[src/rtl/bbs_pkg.sv]
// ----------------------------------------------------------------------------
// Byte block sorter package
// Shared constants and the command and status types between controller and
// datapath.
// ----------------------------------------------------------------------------
package bbs_pkg;

	// Default number of characters in one block.
	localparam int BLOCK_LENGTH_DEF = 32;

	// Commands from the controller to the datapath.
	typedef struct packed {
		logic insert;        // An item is taken: place its character in the chain.
		logic finish;        // The taken item closes the block.
		logic emit;          // Shift the smallest character out as a result.
		logic emit_last;     // The character shifted out now ends the block.
		logic report_error;  // Issue the single length error result.
	} bbs_cmd_t;

	// Status from the datapath to the controller.
	typedef struct packed {
		logic one_short;     // The store holds one character less than a block.
		logic overflow;      // A character was dropped because the store was full.
	} bbs_status_t;

endpackage

[src/rtl/bbs_datapath.sv]
// ----------------------------------------------------------------------------
// Byte block sorter datapath
// Insertion chain that keeps the characters in ascending signed order, the
// fill count, the overflow flag and the result registers.
// ----------------------------------------------------------------------------
module bbs_datapath #(
	parameter int BLOCK_LENGTH = bbs_pkg::BLOCK_LENGTH_DEF
) (
	input  logic               clk,
	input  logic               arst_n,
	input  bbs_pkg::bbs_cmd_t  cmd,
	input  logic signed [7:0]  value,
	output bbs_pkg::bbs_status_t status,
	output logic               strobe,
	output logic signed [7:0]  sorted_value,
	output logic               run_end,
	output logic               length_error
);
	import bbs_pkg::*;

	localparam int CW = $clog2(BLOCK_LENGTH + 1);

	logic signed [7:0] cell_q [BLOCK_LENGTH];
	logic [CW-1:0]     fill_q;
	logic              overflow_q;
	logic              has_room;
	logic [BLOCK_LENGTH-1:0] gt;
	logic              strobe_q;
	logic signed [7:0] sorted_value_q;
	logic              run_end_q;
	logic              length_error_q;

	assign has_room = (fill_q != CW'(BLOCK_LENGTH));

	// Each cell sits at a fixed place in the chain and looks at its neighbors.
	for (genvar i = 0; i < BLOCK_LENGTH; i++) begin : g_cell
		logic              prev_gt;
		logic signed [7:0] prev_val;
		logic signed [7:0] next_val;

		assign gt[i] = (fill_q > CW'(i)) && (cell_q[i] > value);

		if (i == 0) begin : g_head
			assign prev_gt  = 1'b0;
			assign prev_val = value;
		end else begin : g_body
			assign prev_gt  = gt[i-1];
			assign prev_val = cell_q[i-1];
		end

		if (i == BLOCK_LENGTH - 1) begin : g_tail
			assign next_val = cell_q[i];
		end else begin : g_inner
			assign next_val = cell_q[i+1];
		end

		always_ff @(posedge clk) begin
			if (cmd.insert && has_room) begin
				if (prev_gt) begin
					cell_q[i] <= prev_val;
				end else if (gt[i] || fill_q == CW'(i)) begin
					cell_q[i] <= value;
				end
			end else if (cmd.emit) begin
				cell_q[i] <= next_val;
			end
		end
	end

	always_ff @(posedge clk or negedge arst_n) begin
		if (!arst_n) begin
			fill_q     <= '0;
			overflow_q <= 1'b0;
		end else if (cmd.insert) begin
			if (cmd.finish) begin
				fill_q     <= '0;
				overflow_q <= 1'b0;
			end else if (has_room) begin
				fill_q <= fill_q + 1'b1;
			end else begin
				overflow_q <= 1'b1;
			end
		end
	end

	always_ff @(posedge clk or negedge arst_n) begin
		if (!arst_n) begin
			strobe_q <= 1'b0;
		end else begin
			strobe_q <= cmd.emit | cmd.report_error;
		end
	end

	always_ff @(posedge clk) begin
		if (cmd.emit) begin
			sorted_value_q <= cell_q[0];
			run_end_q      <= cmd.emit_last;
			length_error_q <= 1'b0;
		end else if (cmd.report_error) begin
			sorted_value_q <= '0;
			run_end_q      <= 1'b1;
			length_error_q <= 1'b1;
		end
	end

	assign status.one_short = (fill_q == CW'(BLOCK_LENGTH - 1));
	assign status.overflow  = overflow_q;

	assign strobe       = strobe_q;
	assign sorted_value = sorted_value_q;
	assign run_end      = run_end_q;
	assign length_error = length_error_q;

endmodule

[src/rtl/bbs_ctrl.sv]
// ----------------------------------------------------------------------------
// Byte block sorter controller
// Takes items, decides at the final item between emission and a length
// error, and paces the emission of the sorted block.
// ----------------------------------------------------------------------------
module bbs_ctrl #(
	parameter int BLOCK_LENGTH = bbs_pkg::BLOCK_LENGTH_DEF
) (
	input  logic                 clk,
	input  logic                 arst_n,
	input  logic                 start,
	input  logic                 final_req,
	input  bbs_pkg::bbs_status_t status,
	output bbs_pkg::bbs_cmd_t    cmd,
	output logic                 busy
);
	import bbs_pkg::*;

	localparam int NW = $clog2(BLOCK_LENGTH);

	typedef enum logic [1:0] {
		ST_IDLE = 2'b01,
		ST_EMIT = 2'b10
	} state_t;

	state_t        state_q;
	state_t        state_d;
	logic [NW-1:0] count_q;
	logic          block_ok;
	logic          count_last;

	assign block_ok   = status.one_short && !status.overflow;
	assign count_last = (count_q == NW'(BLOCK_LENGTH - 1));

	always_comb begin
		state_d          = state_q;
		cmd.insert       = 1'b0;
		cmd.finish       = 1'b0;
		cmd.emit         = 1'b0;
		cmd.emit_last    = 1'b0;
		cmd.report_error = 1'b0;
		busy             = 1'b0;
		unique case (state_q)
			ST_IDLE: begin
				cmd.insert = start;
				cmd.finish = start && final_req;
				if (start && final_req) begin
					if (block_ok) begin
						state_d = ST_EMIT;
					end else begin
						cmd.report_error = 1'b1;
					end
				end
			end
			ST_EMIT: begin
				busy          = 1'b1;
				cmd.emit      = 1'b1;
				cmd.emit_last = count_last;
				if (count_last) begin
					state_d = ST_IDLE;
				end
			end
			default: begin
				state_d = ST_IDLE;
			end
		endcase
	end

	always_ff @(posedge clk or negedge arst_n) begin
		if (!arst_n) begin
			state_q <= ST_IDLE;
			count_q <= '0;
		end else begin
			state_q <= state_d;
			if (state_q == ST_EMIT) begin
				count_q <= count_last ? '0 : count_q + 1'b1;
			end
		end
	end

endmodule

[src/rtl/byte_block_sorter.sv]
// ----------------------------------------------------------------------------
// Byte block sorter
// Collects a block of signed bytes into an insertion chain and emits the
// block in ascending signed order, or one length error result.
// ----------------------------------------------------------------------------
//
//  Channel   Signals                                  Transfer
//  --------  ---------------------------------------  -------------------------
//  item      start, busy, value, final_req            start high, busy low
//  result    strobe, sorted_value, run_end,           strobe high, one cycle,
//            length_error                             no back pressure
//
// The chain places its character at the accepting edge, so items may follow
// back to back while busy is low.
// A final item that closes a block of exactly BLOCK_LENGTH characters raises busy
// for the whole emission; the results follow on consecutive cycles through the
// emit command and the result registers, the last, with run_end, in the cycle in
// which busy falls. A block of wrong length gives one error result in the cycle right
// after the final item transfer and busy stays low. The receiver cannot stall.
// Reset clears the fill count, the overflow flag, the strobe register and the controller only.
//
module byte_block_sorter #(
	parameter int BLOCK_LENGTH = bbs_pkg::BLOCK_LENGTH_DEF
) (
	input  logic              clk,
	input  logic              arst_n,
	input  logic              start,
	output logic              busy,
	input  logic signed [7:0] value,
	input  logic              final_req,
	output logic              strobe,
	output logic signed [7:0] sorted_value,
	output logic              run_end,
	output logic              length_error
);
	import bbs_pkg::*;

	bbs_cmd_t    cmd;
	bbs_status_t status;

	// The controller owns the handshake and the emission count.
	bbs_ctrl #(
		.BLOCK_LENGTH(BLOCK_LENGTH)
	) u_ctrl (
		.clk       (clk),
		.arst_n    (arst_n),
		.start     (start),
		.final_req (final_req),
		.status    (status),
		.cmd       (cmd),
		.busy      (busy)
	);

	// The datapath holds the sorted chain and drives the result registers.
	bbs_datapath #(
		.BLOCK_LENGTH(BLOCK_LENGTH)
	) u_datapath (
		.clk          (clk),
		.arst_n       (arst_n),
		.cmd          (cmd),
		.value        (value),
		.status       (status),
		.strobe       (strobe),
		.sorted_value (sorted_value),
		.run_end      (run_end),
		.length_error (length_error)
	);

	// Emission only ever starts from a final item transfer.
	a_emit_from_final: assert property (@(posedge clk) disable iff (!arst_n)
		$rose(busy) |-> $past(start && final_req))
		else $error("emission started without a final item");

	// The end of emission coincides with the last, error-free result.
	a_emit_ends_block: assert property (@(posedge clk) disable iff (!arst_n)
		$fell(busy) |-> (strobe && run_end && !length_error))
		else $error("emission ended without the closing result");

	// Results in the middle of a block are only produced while emitting.
	a_mid_result_busy: assert property (@(posedge clk) disable iff (!arst_n)
		(strobe && !run_end) |-> (busy && !length_error))
		else $error("mid-block result outside emission");

	// A length error answers a final item transfer of the previous cycle.
	a_error_after_final: assert property (@(posedge clk) disable iff (!arst_n)
		(strobe && length_error) |-> $past(start && final_req && !busy))
		else $error("length error without a final item");

endmodule
[config.mk]
export PLATFORM = sky130hd
export DESIGN_NAME = byte_block_sorter
export DESIGN_NICKNAME = d
export VERILOG_FILES = /design/src/rtl/bbs_pkg.sv /design/src/rtl/bbs_datapath.sv /design/src/rtl/bbs_ctrl.sv /design/src/rtl/byte_block_sorter.sv
export SDC_FILE = /design/constraint.sdc
export NUM_CORES = 1
export LEC_CHECK = 0
export BUFFER_PORTS_ARGS = -buffer_cell sky130_fd_sc_hd__buf_2
export CORE_UTILIZATION = 32
export DETAILED_ROUTE_END_ITERATION = 10
export GPL_TIMING_DRIVEN = 0
export PLACE_DENSITY = 0.58
export SETUP_SLACK_MARGIN = 0.3
export SLEW_MARGIN = 20
export SYNTH_ARGS = -nofsm -noshare
export SYNTH_HDL_FRONTEND = slang
export SYNTH_SLANG_ARGS = --single-unit
[constraint.sdc]
create_clock -name clk -period 3.1 [get_ports clk]
set_input_delay 0.62 -clock clk [delete_from_list [all_inputs] [get_ports clk]]
set_output_delay 0.62 -clock clk [all_outputs]
set_load 0.05 [all_outputs]
# ---- Yosys cells after proc, flatten, opt, wreduce, memory -nomap -nowiden
# Memories as Yosys holds them, arrays and structs flattened.
# Cells that the tools add are included.
dict set report totals {
  ff_bits 25
  output_inout_bits 12
  memories 1
  inputBits 12
  ramBits 256
  word_cells 557
}
# name depth word_bits read_ports rd_ports_with_merged_regs write_ports line
set mem_list {}
lappend mem_list {u_datapath.cell_q 32 8 32 0 32 bbs_datapath.sv:23} ;# logic signed [7:0] cell_q [BLOCK_LENGTH];
dict set report classes {
  n_mux 305
  eq_ne 39
  add_sub_neg 2
  n_reduce_logical 74
  bitwise_logic 64
  order_cmp 64
}
# operator n
set ops {}
lappend ops {{8-bit two-way mux} 65}
lappend ops {{8-bit greater-than comparator} 32}
lappend ops {{1-bit two-way mux} 231}
lappend ops {{6-bit by 5-bit == test with 1-bit output (second input constant)} 16}
lappend ops {{6-bit by 5-bit greater-than comparator with 1-bit output (second input constant)} 16}
lappend ops {{1-bit OR} 64}
lappend ops {{6-bit by 4-bit == test with 1-bit output (second input constant)} 8}
lappend ops {{6-bit by 4-bit greater-than comparator with 1-bit output (second input constant)} 8}
lappend ops {{1-bit logical AND} 35}
lappend ops {{1-bit logical OR} 32}
lappend ops {{6-bit by 3-bit == test with 1-bit output (second input constant)} 4}
lappend ops {{6-bit by 3-bit greater-than comparator with 1-bit output (second input constant)} 4}
lappend ops {{6-bit by 2-bit == test with 1-bit output (second input constant)} 2}
lappend ops {{6-bit by 1-bit greater-than comparator with 1-bit output (second input constant)} 2}
lappend ops {{6-bit by 2-bit greater-than comparator with 1-bit output (second input constant)} 2}
lappend ops {{6-bit two-way mux} 2}
lappend ops {{2-bit two-way mux} 5}
lappend ops {{6-bit by 1-bit adder with 6-bit output (second input constant)} 1}
lappend ops {{6-bit by 1-bit == test with 1-bit output (second input constant)} 1}
lappend ops {{6-bit zero test} 1}
lappend ops {{2-bit by 1-bit != test with 1-bit output (second input constant)} 3}
lappend ops {{6-bit != test (second input constant)} 1}
lappend ops {{5-bit by 1-bit adder with 5-bit output (second input constant)} 1}
lappend ops {{5-bit == test (second input constant)} 1}
lappend ops {{9 further kinds} 11}

# ---- Logic depth before layout (Yosys ltp)
# Gate-level depths: netlist (run 1).
# An unclocked memory read counts as a cell.
dict set report depth {
  ltp_word 10
  ltp_mapped 12
  ltp_nobuf 9
}

# ---- Cells and area by module
# Synthesis (run 1) repeated with hierarchy kept, for this count alone.
dict set report hier_totals {
  cells_unflattened 2090
  hier_area_um2 21091.5
}
# mod cells_per_inst n_inst area_per_inst_um2 seq_area_each_um2
set by_module_without_submodules {}
lappend by_module_without_submodules {bbs_datapath 2051 1 20711.1 8177.8}
lappend by_module_without_submodules {bbs_ctrl 39 1 380.4 176.4}

# ---- Least setup slack after synthesis (run 1)
# Ideal clock, no wire load.
dict set report synth_path {
  path_kind {input port to flip-flop}
  startpoint {input value[3]}
  endpoint {memory u_datapath.cell_q[12][0] (netlist: u_datapath.cell_q[1][32]), enable pin}
  arrival_ps 3204
  setup_ps 384
  n_path_buf 0
  path_slack_ps -488
  cell_stages 8
  required_ps 2716
  cell_sequence {inv_1 > ha_1 > a21oi_1 > a31o_2 > a2111oi_1 > a21oi_1 > nor2b_1 > o21ai_0}
}
# element line
set synth_rtl {}
lappend synth_rtl {{from (decl)} byte_block_sorter.sv:29} ;# input logic signed [7:0] value,
lappend synth_rtl {{to (decl)} bbs_datapath.sv:23}

==> results of run 1 <==
-- power by group --
group / internal, mW / switching, mW / total (mW) / leakage, nW
logic: 0.822 / 1.20 / 2.02 / 7.39
clock network: 2.66 / 1.82 / 4.47 / 0.589
registers: 4.29 / 0.124 / 4.41 / 2.60
-- per-layer routing --
layer	vias to the layer above	global-route usage	routed length (µm)
met3	288	0.0526	8820
met1	9684	0.335	35600
met5	-	0	29
met4	4	0.129	5470
met2	1202	0.406	39400
li1	8552	-	-
-- worst max-delay path, stage by stage, from the launching register on --
cell,delay (ns)
dfrtp_1,0.36
buf_6,0.16
inv_1,0.14
ha_4,0.20
buf_4,0.17
nor2_4,0.17
o21ai_4,0.09
a21oi_2,0.16
o21ai_2,0.10
a2111oi_4,0.38
buf_4,0.19
buf_12,0.12
mux2i_2,0.25
a21oi_2,0.09
-- cells by family after synthesis --
kind of cell | after synthesis | share of synthesized area
AO/OA/AOI/OAI | 682 | 0.219
AND/OR/NAND/NOR | 570 | 0.130
flip-flops | 281 | 0.401
adder cells (fa/ha/maj) | 262 | 0.157
buffers and inverters | 218 | 0.0419
multiplexers | 103 | 0.0499
XOR/XNOR | 3 | 0.00126
-- area by class of cell --
class / instances / area (µm²)
plain buffers: 124 / 793
clock buffers: 42 / 1010
clock inverters: 21 / 208
fillers: 6141 / 37500
inverters: 94 / 388
multi-input cells: 1621 / 13200
flip-flops and latches: 281 / 8350
well taps: 855 / 1070
repair buffers: 180 / 1940
repair inverters: 2 / 15.0
-- synthesized netlist by cell type, types with 32 or more instances --
library cell / count
o21ai_0: 150
edfxtp_1: 265
nand4_1: 58
a22oi_1: 94
inv_1: 93
clkbuf_1: 95
o211ai_1: 32
ha_1: 262
a21o_1: 61
nor2_1: 192
nand2_1: 180
a21oi_1: 175
mux2i_1: 95
-- per-stage QoR --
step / util / std cells / setup TNS, ns / setup WS [ns]
6_report: 0.418 / 3220 / 0 / 0.226
5_1_grt: 0.418 / 3220 / 0 / 0.162
4_1_cts: 0.400 / 3158 / 0 / 0.235
3_5_place_dp: 0.356 / 3007 / -648.11 / -1.97
3_3_place_gp: 0.352 / 2997 / -697.30 / -1.91
2_1_floorplan: - / 2119 / -33.53 / -0.265
-- flip-flops by register name, indices dropped and copies added (netlist names) --
register / cells
u_datapath.length_error: 1
u_datapath.strobe: 1
u_datapath.overflow_q: 1
u_datapath.sorted_value: 8
u_ctrl.count_q: 5
u_datapath.cell_q: 256
u_datapath.run_end: 1
u_ctrl.state_q: 2
u_datapath.fill_q: 6
-- worst min-delay path by stage --
| stage | endpoint | slack (ns) | depth (start not counted) |
|---|---|---|---|
| floorplan | u_ctrl.count_q[0]$_DFFE_PN0P_ | 0.32 | 0 |
| global placement | u_datapath.length_error$_SDFFE_PP0P_ | 0.44 | 2 |
| detailed placement | u_ctrl.count_q[4]$_DFFE_PN0P_ | 0.47 | 2 |
| CTS | u_datapath.fill_q[1]$_DFFE_PN0P_ | 0.48 | 3 |
| global route | u_datapath.length_error$_SDFFE_PP0P_ | 0.51 | 2 |
| finish | u_datapath.length_error$_SDFFE_PP0P_ | 0.48 | 2 |
-- timing repair --
item                       4_1_cts  5_1_grt
hold endpoints to repair        14        0
gates cloned                     7        6
setup endpoints to repair      528      430
setup buffers                   80       56
hold buffers                     1        0
pin swaps                       40       77
resized for setup              152      169
==> impl_metrics.tcl, run 1 <==
set metrics [dict create \
    io_buffers 23 \
    ios 24 \
    rsz0062_at_grt "yes" \
    slew_headroom 0.164 \
    cp_data_arrival_time_ns 3.18 \
    finalMaxSlewViolations 0 \
    start_util 0.324 \
    wl_mm 89.3 \
    die_w_um 257 \
    cellPowerDensity_nw_per_um2 405 \
    drive_above_1_share 0.223 \
    rr_startpoint "u_datapath.fill_q[0]$_DFFE_PN0P_" \
    ys_types 82 \
    diodes 0 \
    skew_ns 0.0260 \
    fmax_ghz 0.348 \
    most-common-layout-cells "edfxtp_1 (265), ha_1 (227), nor2_1 (185)" \
    area_growth_pct 29.2 \
    layout.nets 2614 \
    first_global_vias 18645 \
    critPathCapture "u_datapath.cell_q[2][11]$_DFFE_PP_" \
    synth_fp_nets 2393 \
    rr_endpoint "u_datapath.cell_q[2][11]$_DFFE_PP_" \
    cts_tree "done" \
    vias 19730 \
    synth-seq-area-share 0.401 \
    synth_area_leaders "edfxtp_1 (38%), ha_1 (16%), mux2i_1 (4.6%)" \
    syn_area_um2 20900 \
    synth_top_area_frac 0.382 \
    hpwlAfterDp_mm 61.5 \
    final_common_cell "edfxtp_1" \
    hold_ws_ns 0.483 \
    clock-root-buffer "clkbuf_16" \
    max_cap_violations 0 \
    critPathCaptureType "flip-flop" \
    hp-class "flip-flop to flip-flop" \
    syn_inst 2119 \
    die_h_um 257 \
    cts_made_buffers 36 \
    drt_first_pass_iters 6 \
    clk_latency_ns 0.57 \
    synth-warning-count 0 \
    cts.path.max_buffers 3 \
    cts_num_sinks 281 \
    ant_nets 0 \
    power_leakage_nw 10.6 \
    async_flop_share 0.0534 \
    finish.instance_area_um2 27000 \
    grt_max_degree 36 \
    ys_ff_latch 281 \
    clk_pin_slew_ns 0.07 \
    worst_pin_slew_ns 1.25 \
    cp_data_required_time_ns 3.40 \
    avgSynthCellArea_um2 9.84 \
    critPathLaunch "u_datapath.fill_q[0]$_DFFE_PN0P_" \
    rows 93 \
    yosysTopAreaCell "edfxtp_1" \
    grt_overflow 0 \
    grt_antenna_before_repair 2 \
    hold_violations 0 \
    regToRegSetupSlack_ns 0.23 \
    finalCriticalPeriod_ns 2.87 \
    power.total_mw 10.9 \
    drc_errors 0 \
    cp-start-kind "flip-flop" \
    synth-edff-count 265 \
    ys_dominant_reg_cell "edfxtp_1" \
    dieArea_um2 66200 \
    vdd_ir_drop_max_mv 0.337 \
    hp-start "u_datapath.length_error$_SDFFE_PP0P_" \
    dpl-instance-area_um2 22900 \
    via_per_inst 6.13 \
    status "finished, final reports clean" \
    grt_pass1_wl_mm 126 \
    critical_path_class "flip-flop to flip-flop" \
    cts.htree.levels 2 \
    gp_congestion 0.993 \
    min_period_over_period 0.927 \
    setup_viol 0 \
    wl_per_cell_um 27.7 \
    drtIter0Drc 2507 \
    critPathMaxFanout 10 \
    rr_worst_depth 13 \
    grt_usage 0.258 \
    core_area_um2 64500 \
]
(Power assumes the default switching activity.)
==> inputs of run 2 (changes only) <==
--- a/config.mk
+++ b/config.mk
@@ -10,6 +10,7 @@
 export DETAILED_ROUTE_END_ITERATION = 10
 export GPL_TIMING_DRIVEN = 0
 export PLACE_DENSITY = 0.58
+export RECOVER_POWER = 50
 export SETUP_SLACK_MARGIN = 0.3
 export SLEW_MARGIN = 20
 export SYNTH_ARGS = -nofsm -noshare
==> run 2 against run 1 <==
Compared with the run above: sequential cell count unchanged; via count is essentially flat; power is 0.37% lower; largest power group unchanged; cell count unchanged; global-route usage unchanged; highest routed layer unchanged; routed wire length about the same; count of clock-buffer cells in the layout unchanged; first-iteration DRC count decreased by 0.16%; sequential power barely moved; combinational power shrank 2%; worst setup slack got worse by 0.099 ns.
==> impl_metrics.tcl, run 2 (synthesis results as in run 1) <==
set metrics [dict create \
    cp_data_arrival_time_ns 2.35 \
    critPathMaxFanout 10 \
    wl_mm 89.4 \
    cp.depth 5 \
    use_met1 0.335 \
    intPower_mw 7.75 \
    regToRegSetupSlack_ns 0.14 \
    rsz0062_at_grt "yes" \
    cts.htree.levels 2 \
    die_w_um 257 \
    start_util 0.324 \
    die_h_um 257 \
    status "finished, final reports clean" \
    path_buf_inv 4 \
    ios 24 \
    top_register "u_datapath.cell_q" \
    multiInputGateArea_um2 13000 \
    grt_overflow 0 \
    slowest_delay_ns 0.52 \
    cp-start-kind "flip-flop" \
    vdd_ir_drop_max_mv 0.334 \
    fmax_ghz 0.336 \
    path_common_cell "clkbuf_4" \
    grt_pass1_wl_mm 126 \
    slew_headroom 0.177 \
    drive_above_1_share 0.213 \
    gp_congestion 0.993 \
    crit_slowest_cell "dfstp_2" \
    crit_family "buffers and inverters" \
    grt_usage 0.258 \
    rr_endpoint "u_datapath.cell_q[2][45]$_DFFE_PP_" \
    fill_cells 6193 \
    grt_use_met3 0.0526 \
    critPathLaunch "u_ctrl.state_q[0]$_DFFE_PN1P_" \
    hpwlAfterDp_mm 61.5 \
    grt_max_degree 36 \
    cts_made_buffers 36 \
    drc_errors 0 \
    max_cap_violations 0 \
    core_area_um2 64500 \
    cts.path.max_buffers 3 \
    combPwrFrac 0.182 \
    clock-root-buffer "clkbuf_16" \
    rr_worst_depth 5 \
    hold_ws_ns 0.484 \
    io_buffers 23 \
    min_period_over_period 0.959 \
    grt_use_met2 0.406 \
    power_leakage_nw 10.5 \
    layout.nets 2614 \
    largest_register_ffs 256 \
    ant_nets 0 \
    cellPowerDensity_nw_per_um2 407 \
    via_per_inst 6.13 \
    cp_data_required_time_ns 2.48 \
    clkPwrFrac 0.412 \
    tns_ns 0 \
    first_global_vias 18645 \
    hp-class "flip-flop to flip-flop" \
    most-common-layout-cells "edfxtp_1 (265), ha_1 (227), nor2_1 (187)" \
    crit_chain "nand2b_1 > clkinvlp_2 > clkbuf_8 > clkbuf_4 > clkbuf_4" \
    p_switching_mw 3.12 \
    setup_viol 0 \
    pwr-share-seq 0.406 \
    clk_pin_slew_ns 0.06 \
    drtIter0Drc 2503 \
    switching_share 0.287 \
    drt_first_pass_iters 6 \
    regArea_um2 8350 \
    wl_per_cell_um 27.8 \
    rows 93 \
    area_growth_pct 27.9 \
    clk_latency_ns 0.57 \
    cts_tree "done" \
    finish.instance_area_um2 26700 \
    skew_ns 0.0220 \
    diodes 0 \
    dieArea_um2 66200 \
    final_common_cell "edfxtp_1" \
    cts_num_sinks 281 \
    finalMaxSlewViolations 0 \
    critical_path_class "flip-flop to primary output" \
    critPathCapture "busy" \
    hold_violations 0 \
    dpl-instance-area_um2 22900 \
    critPathCaptureType "primary output" \
    rr_startpoint "u_ctrl.state_q[0]$_DFFE_PN1P_" \
    finalCriticalPeriod_ns 2.97 \
    grt_antenna_before_repair 2 \
    gr-max-usage-layer "met2" \
    worst_pin_slew_ns 1.23 \
    vias 19727 \
]
run 2: changes by cell type in the layout (fill, tap and decap cells not counted), sizes merged:
| cell | change |
|---|---|
| buf | -20 |
| clkinvlp | +1 |
| clkbuf | +20 |
| clkinv | -1 |
run 2: worst min-delay path, cell delays in order (launching register included):
cell and delay (ns):
dfxtp_1 0.32, inv_1 0.06, a21oi_1 0.05
run 2: per-layer routing:
layer / up-vias / routed length [µm]
met5: - / 27
met4: 4 / 5640
met3: 286 / 8910
met2: 1201 / 39200
met1: 9684 / 35600
li1: 8552 / -
run 2: cell type report:
type / instances / area share
Multi-Input combinational cell: 1621 / 0.487
Sequential cell: 281 / 0.313
Timing Repair Buffer: 180 / 0.0713
Tap cell: 855 / 0.0401
Clock buffer: 42 / 0.0378
Buffer: 124 / 0.0280
Inverter: 94 / 0.0144
Clock inverter: 21 / 0.00778
Timing Repair inverter: 2 / 0.000563
run 2: worst min-delay path by stage:
stage                                          from                                    to  slack (ns)  depth (start not counted)
4_1_cts                                   final_req      u_datapath.fill_q[1]$_DFFE_PN0P_        0.48                          3
5_1_grt        u_datapath.length_error$_SDFFE_PP0P_  u_datapath.length_error$_SDFFE_PP0P_        0.51                          2
2_1_floorplan                                arst_n         u_ctrl.count_q[0]$_DFFE_PN0P_        0.32                          0
3_5_place_dp          u_ctrl.count_q[4]$_DFFE_PN0P_         u_ctrl.count_q[4]$_DFFE_PN0P_        0.47                          2
6_report       u_datapath.length_error$_SDFFE_PP0P_  u_datapath.length_error$_SDFFE_PP0P_        0.48                          2
3_3_place_gp   u_datapath.length_error$_SDFFE_PP0P_  u_datapath.length_error$_SDFFE_PP0P_        0.44                          2
run 2: what timing repair did:
action / CTS / global route
setup endpoints to repair: 528 / 430
pin swaps: 40 / 77
setup buffers: 80 / 56
endpoints found under the hold margin: 14 / 0
hold buffers: 1 / 0
resized for setup: 152 / 169
cloned: 7 / 6
run 2: stage by stage:
stage	std cells	total power, mW	util	worst slack (ns)
2_1_floorplan	2119	5.44	-	-0.265
3_3_place_gp	2997	5.93	0.352	-1.91
3_5_place_dp	3007	6.03	0.356	-1.97
4_1_cts	3158	10.7	0.400	0.235
5_1_grt	3220	11.1	0.414	0.0898
6_report	3220	10.9	0.414	0.128
run 2: power groups by stage:
stage          Sequential (mW)  Combinational, mW  Clock, mW
2_1_floorplan             4.45              0.993          0
3_3_place_gp              4.48               1.45          0
3_5_place_dp              4.49               1.55          0
4_1_cts                   4.41               1.83       4.46
5_1_grt                   4.42               2.10       4.58
6_report                  4.41               1.98       4.48
